[config.mk]
export PLATFORM = sky130hd
export DESIGN_NAME = dpm_div
export DESIGN_NICKNAME = d
export VERILOG_FILES = /design/src/rtl/core/dpm_pkg.sv /design/src/rtl/core/dpm_div.sv
export SDC_FILE = /design/constraint.sdc
export NUM_CORES = 2
export LEC_CHECK = 0
export BUFFER_PORTS_ARGS = -buffer_cell sky130_fd_sc_hd__buf_2
export CORE_UTILIZATION = 50
export CTS_BUF_LIST = sky130_fd_sc_hd__clkbuf_16
export DETAILED_ROUTE_END_ITERATION = 8
export PLACE_DENSITY = 0.68
export REMOVE_ABC_BUFFERS = 1
export SLEW_MARGIN = 20
export SYNTH_ARGS = -nofsm -noshare
export SYNTH_HDL_FRONTEND = slang
export SYNTH_SLANG_ARGS = --single-unit
[constraint.sdc]
create_clock -name clk -period 2.89 [get_ports clk]
set_input_delay 0.289 -clock clk [delete_from_list [all_inputs] [get_ports clk]]
set_output_delay 0.289 -clock clk [all_outputs]
set_load 0.01 [all_outputs]
[src/rtl/core/dpm_pkg.sv]
// ============================================================================
// dpm_pkg
// Constants and elaboration-time table functions for the dew point pipeline.
// ============================================================================
package dpm_pkg;

    localparam int LOG_TABLE_DEPTH_DEF = 256;
    localparam int MAG_A_Q16           = 1131807;
    localparam int MAG_B_Q8            = 60851;
    localparam int LN2_Q16             = 45426;
    localparam int RH_MIN_Q8           = 256;
    localparam int RH_MAX_Q8           = 25600;
    localparam int DEW_MIN_Q8          = -25600;
    localparam int DEW_MAX_Q8          = 33280;

    // Restoring long division, used only at elaboration to compute log table entries.
    function automatic logic [63:0] udiv64(input logic [63:0] n, input logic [63:0] d);
        logic [64:0] r;
        logic [63:0] q;
        r = '0;
        q = '0;
        for (int b = 63; b >= 0; b--)
        begin
            r = {r[63:0], n[b]};
            if (r >= {1'b0, d})
            begin
                r    = r - {1'b0, d};
                q[b] = 1'b1;
            end
        end
        return q;
    endfunction

    // Entry i of the table: ln(1 + i/d) in Q16, from the series of 2*atanh(i/(2d+i)).
    function automatic logic [15:0] ln_rom_entry(input int i, input int d);
        logic [63:0] z;
        logic [63:0] zz;
        logic [63:0] term;
        logic [63:0] sum;
        z    = udiv64(64'(i) << 32, 64'(2 * d + i));
        zz   = (z * z) >> 32;
        term = z;
        sum  = '0;
        for (int k = 1; k < 256; k += 2)
        begin
            if (term != 64'd0)
            begin
                sum  = sum + udiv64(term, 64'(k));
                term = (term * zz) >> 32;
            end
        end
        return 16'((64'd2 * sum + 64'd32768) >> 16);
    endfunction

    // Interpolated natural log in Q16 of a Q8 humidity, evaluated at elaboration.
    function automatic int ln_q16_const(input int h, input int d);
        logic [31:0] hv;
        logic [63:0] frac;
        logic [63:0] p;
        logic [63:0] base;
        logic [63:0] diff;
        int          e;
        int          idx;
        hv = 32'(h);
        e  = 14;
        for (int b = 14; b > 8; b--)
        begin
            if (e == b && hv[b] == 1'b0)
            begin
                e = b - 1;
            end
        end
        frac = ((64'(hv) << 16) >> e) - 64'd65536;
        p    = frac * 64'(d);
        idx  = int'(p >> 16);
        base = 64'(ln_rom_entry(idx, d));
        diff = 64'(ln_rom_entry(idx + 1, d)) - base;
        return e * LN2_Q16 + int'(base) + int'((diff * (p & 64'hFFFF) + 64'd32768) >> 16);
    endfunction

endpackage

[src/rtl/core/dpm_div.sv]
// ============================================================================
// dpm_div
// Pipelined restoring divider, one quotient bit per stage, with a sideband.
// ============================================================================
module dpm_div
    import dpm_pkg::*;
#(
    parameter int NUM_W  = 36,
    parameter int DEN_W  = 17,
    parameter int QUO_W  = 21,
    parameter int SIDE_W = 1
)
(
    input  logic              clk,
    input  logic              rst_n,
    input  logic              in_valid,
    input  logic [NUM_W-1:0]  num,
    input  logic [DEN_W-1:0]  den,
    input  logic [SIDE_W-1:0] side,
    output logic              out_valid,
    output logic [QUO_W-1:0]  quo,
    output logic [SIDE_W-1:0] side_out
);

    logic              vld_reg  [QUO_W+1];
    logic [DEN_W-1:0]  rem_reg  [QUO_W+1];
    logic [QUO_W-1:0]  lo_reg   [QUO_W+1];
    logic [DEN_W-1:0]  den_reg  [QUO_W+1];
    logic [SIDE_W-1:0] side_reg [QUO_W+1];

    // The quotient is known to fit, so the upper numerator bits are below the divisor.
    always_ff @(posedge clk or negedge rst_n)
    begin
        if (!rst_n)
        begin
            vld_reg[0] <= 1'b0;
        end
        else
        begin
            vld_reg[0] <= in_valid;
        end
    end

    always_ff @(posedge clk)
    begin
        rem_reg[0]  <= DEN_W'(num >> QUO_W);
        lo_reg[0]   <= num[QUO_W-1:0];
        den_reg[0]  <= den;
        side_reg[0] <= side;
    end

    for (genvar k = 0; k < QUO_W; k++)
    begin : g_stage
        logic [DEN_W:0]   trial;
        logic             ge;
        logic [DEN_W-1:0] rem_next;
        logic [QUO_W-1:0] lo_next;

        always_comb
        begin
            trial    = {rem_reg[k], lo_reg[k][QUO_W-1]};
            ge       = (trial >= {1'b0, den_reg[k]});
            rem_next = ge ? DEN_W'(trial - {1'b0, den_reg[k]}) : trial[DEN_W-1:0];
            lo_next  = {lo_reg[k][QUO_W-2:0], ge};
        end

        always_ff @(posedge clk or negedge rst_n)
        begin
            if (!rst_n)
            begin
                vld_reg[k+1] <= 1'b0;
            end
            else
            begin
                vld_reg[k+1] <= vld_reg[k];
            end
        end

        always_ff @(posedge clk)
        begin
            rem_reg[k+1]  <= rem_next;
            lo_reg[k+1]   <= lo_next;
            den_reg[k+1]  <= den_reg[k];
            side_reg[k+1] <= side_reg[k];
        end
    end

    assign out_valid = vld_reg[QUO_W];
    assign quo       = lo_reg[QUO_W];
    assign side_out  = side_reg[QUO_W];

endmodule

After elaboration in Yosys (flattened, before gate mapping)
Memory sizes are Yosys's and may differ from the RTL's.
Index checks and enable logic that the tools add are counted.
{ "word_totals": {"memories": 4, "ramBits": 1232, "register_bits": 22, "output_inout_bits": 23, "word_cells": 89, "in_bits": 57} }
{ "classes": {"magnitude_cmp": 21, "add_sub_neg": 21, "n_mux": 21} }
{ "memory_table": {"columns": ["memory", "words", "word_bits", "read_ports", "rd_clocked_by_memory_dff", "wr", "line_no", "source"], "rows": [
  ["lo_reg", 22, 21, 22, 0, 22, "dpm_div.sv:27", "logic [QUO_W-1:0] lo_reg [QUO_W+1];"],
  ["den_reg", 22, 17, 21, 0, 22, "dpm_div.sv:28", "logic [DEN_W-1:0] den_reg [QUO_W+1];"],
  ["rem_reg", 22, 17, 21, 0, 22, "dpm_div.sv:26", "logic [DEN_W-1:0] rem_reg [QUO_W+1];"],
  ["side_reg", 22, 1, 22, 0, 22, "dpm_div.sv:29", "logic [SIDE_W-1:0] side_reg [QUO_W+1];"]
]} }
{ "ops": {"columns": ["cell", "n"], "rows": [
  ["$ge A18 B17 Y1", 21],
  ["$mux W17", 21],
  ["$sub A17 B17 Y17", 21]
]} }

Logic depth before layout (Yosys ltp)
{ "depth": {"ltp_word": 2, "mapped_depth": 14, "mapped_depth_nobuf": 12} }

Worst setup path after synthesis
OpenSTA, ideal clock, no wires.
{ "synth_path": {"path_kind": "reg2reg", "from": "mem lo_reg[6][20], in the netlist lo_reg[0][146]", "to": "mem rem_reg[7][8], in the netlist rem_reg[0][127]", "arrival_ns": 2.782, "stages_incl_launch_ff": 14, "path_buffers": 1, "setup_slack_ns": -0.013, "synth_period_minus_slack_ns": 2.903, "path_cell_list": "dfxtp_1 inv_1 ha_1 inv_1 fa_1 a211oi_2 o21bai_1 a31oi_2 o21ai_2 o21ai_2 nand2_2 a311oi_4 buf_8 mux2_4"} }
{ "synth_rtl": {"columns": ["element", "line_no"], "rows": [
  ["start, declared", "dpm_div.sv:27"],
  ["end, declared", "dpm_div.sv:26"]
]} }

==> metrics.yaml <==
drt:
  drt_wl_total_um: 86100
  dr.pass1.iters: 7
  drcViolationCount: 1
  dr_total_vias: 30100
  wl_per_cell_um: 14.6
  viasPerCell: 5.11
  first_iter_violations: 1601
  ant_nets: 0
worst_setup_path:
  critPathCaptureType: "flop"
  cp-endpoint: "rem_reg[2][66]$_DFF_P_"
  crit_type: "flop to flop"
  rr_endpoint: "rem_reg[2][66]$_DFF_P_"
  r2r_setup_slack_ns: 0.03
  start_kind: "flop"
  r2r_cells: 12
  r2r-start: "lo_reg[2][62]$_DFF_P_"
  worstPathMaxFanout: 7
  cp.required_ns: 3.45
  critPathLaunch: "lo_reg[2][62]$_DFF_P_"
  worstPathArrival_ns: 3.42
final_layout:
  drive_gt1_share_pct: 14.4
  syn_to_final_growth_pct: 18.7
  diodes: 0
  largest_register_ffs: 462
  post-route-cell-area_um2: 53400
  final_nets: 5067
yosys:
  synth-xor-area-share_pct: 4.83
  ys_warn_count: 0
  syn_avg_cell_area_um2: 10.5
  yosys.area_share.simple_pct: 8.21
  yosysMostFrequentCell: "dfxtp_1"
  synth-seq-cells: 1218
  netlist_area_um2: 45000
  ys_seq_area_share_pct: 54.4
  synthDistinctLibCells: 86
  synth_area_leaders: "dfxtp_1, ha_1, inv_1"
  synth_compound_area_share_pct: 14.1
  synth_ff_type: "dfxtp_1"
  synthAdderAreaFrac_pct: 10.8
  async_reset_ff_share_pct: 1.81
  syn_inst: 4286
  synth_area_leader_cell: "dfxtp_1"
  muxShareOfSynthArea_pct: 3.35
  synth_edf_count: 0
  synth_top_family_by_area: "compound AO/OA/AOI/OAI gates"
  synth_top_cell_area_share_pct: 53.2
  synthTopCellsByCount: "dfxtp_1, inv_1, ha_1, a21oi_1, o21ai_0"
timing:
  min_period_ns: 2.86
  max_freq_ghz: 0.349
  finalCritPeriodShare_pct: 99.0
  drv_slew: 0
  tightest_slew_ns: 1.13
  skew_ns: 0.0160
  setup_violations: 0
  finalHoldViolations: 0
  grt_setup_unrepaired: "yes"
  max_slew_margin_pct: 23.9
run_status:
  outcome: "complete, but fails checks"
  violations: "DRC"
flow_run:
  drv_cap: 0
global_route:
  grt_pass1_vias: 29800
  grt_first_pass_wirelength_um: 141000
  antenna_found_initial: 1
  grt_use_total_pct: 18.7
  grt-ovfl-total: 0
  grt_max_degree: 30
place:
  dp_hpwl_um: 61900
  io_buffers: 79
  gp_congestion: 0.898
  placed_cell_area_um2: 47700
floorplanning:
  num_io_pins: 80
  start_util_pct: 50.7
  die_w_um: 302
  coreArea_um2: 88800
  die_h_um: 302
  rows: 109
  die_area_um2: 91200
pwr:
  p_clk_share_pct: 24.8
  swShare_pct: 33.4
  vdd_drop_max_v: 0.000648
  p_comb_share_pct: 39.8
  p_total_mw: 66.6
  p_seq_share_pct: 35.4
  p_int_mw: 44.3
  power_density_nw_per_um2: 1250
  leakage_nw: 24.2
  power.switching_mw: 22.3
clocking:
  clk_latency_ns: 0.69
  clk_path_buf_depth: 3
  cts_made_buffers: 119
  cts.sinks: 1218
  cts_tree: "done"
  htreeDepth: 3
  cts.clk_slew.worst_paths_ns: 0.07
  cts-root-buf: "clkbuf_16"
min_path:
  hold_path.class: "primary input to asynchronous set/reset pin"
## metal layers
metal / wire (um) / vias to the layer above / GRT usage, %
met3: 3230 / 219 / 2.88
met4: 3320 / 0 / 7.53
met2: 41400 / 560 / 32.8
li1: - / 15400 / -
met5: 0 / - / 0
met1: 38100 / 13900 / 22.8
## worst max-delay path: stages (launching register included)
cell and delay, ns:
dfxtp_2 0.33, inv_2 0.06, ha_4 0.12, inv_2 0.04, fa_2 0.37, a211oi_2 0.27, o21ai_1 0.09, a21oi_1 0.17
buf_4 0.16, a2111oi_2 0.06, a2111o_2 0.56, nor4bb_1 0.17, or3_1 0.36
## cell usage in the layout, fill, tap and decap left out, drive strengths merged, types with 41 or more instances in the layout
cell / count
a211oi: 41
a21o: 90
a21oi: 323
buf: 229
clkbuf: 125
clkinv: 44
dfxtp: 1196
dlygate4sd3: 56
ha: 356
inv: 449
mux2: 123
nand2: 262
nand2b: 41
nand3: 49
nand4: 50
nor2: 230
nor3: 45
o21a: 49
o21ai: 300
xnor2: 130
xor2: 118
## worst min path at each step
| stage | startpoint | end | slack, ns | cells after the start |
|---|---|---|---|---|
| 6_report | rst_n | out_valid$_DFF_PN0_ | 0.11 | 2 |
| 5_1_grt | rst_n | vld_reg[3]$_DFF_PN0_ | 0.12 | 2 |
| 4_1_cts | rst_n | out_valid$_DFF_PN0_ | 0.06 | 2 |
| 3_5_place_dp | rst_n | vld_reg[4]$_DFF_PN0_ | 0.28 | 1 |
| 3_3_place_gp | rst_n | vld_reg[4]$_DFF_PN0_ | 0.26 | 1 |
| 2_1_floorplan | rst_n | out_valid$_DFF_PN0_ | -0.007 | 0 |
## power by group through the flow
stage | logic (mW) | clock network (mW) | registers (mW)
6_report | 26.5 | 16.5 | 23.6
3_5_place_dp | 24.6 | 0 | 23.9
5_1_grt | 29.6 | 17.7 | 24.0
4_1_cts | 25.1 | 17.0 | 23.6
3_3_place_gp | 24.2 | 0 | 23.9
2_1_floorplan | 18.7 | 0 | 23.1
## cells by family after synthesis
logic type | count (synthesis)
xor+xnor | 248
simple gates | 792
buf+inv | 496
fa+ha+maj | 376
compound gates | 1024
mux | 132
flops | 1218
## metrics by stage
step                      hold slack [ns]  util, %  std cells  worst slack [ns]  setup TNS (ns)
after floorplan                  -0.00659        -       4222            -0.897          -87.35
after global placement              0.257     53.8       5597            -0.104          -0.614
after detailed placement            0.278     53.8       5597           -0.0645          -0.573
after CTS                          0.0602     59.3       5874          -0.00785        -0.00785
after global routing                0.118     60.1       5897           -0.0975           -1.83
final                               0.107     60.1       5897            0.0288               0
## cell type report
| class | instances | area, um2 |
|---|---|---|
| fillers | 7312 | 35400 |
| flip-flops and latches | 1218 | 24500 |
| multi-input cells | 2573 | 19100 |
| clock buffers | 120 | 3000 |
| repair buffers | 290 | 2440 |
| inverters | 432 | 1620 |
| well taps | 1165 | 1460 |
| clock inverters | 99 | 1280 |
## what timing repair did
item                                   CTS  global route
gates resized for setup                 13           128
setup buffers                            0            16
setup endpoints to repair               41           271
gates cloned                             2             7
hold buffers                            56             0
endpoints found under the hold margin   77             0
pin swaps                                5            32
Note: power is estimated with default switching activity, not from simulation.
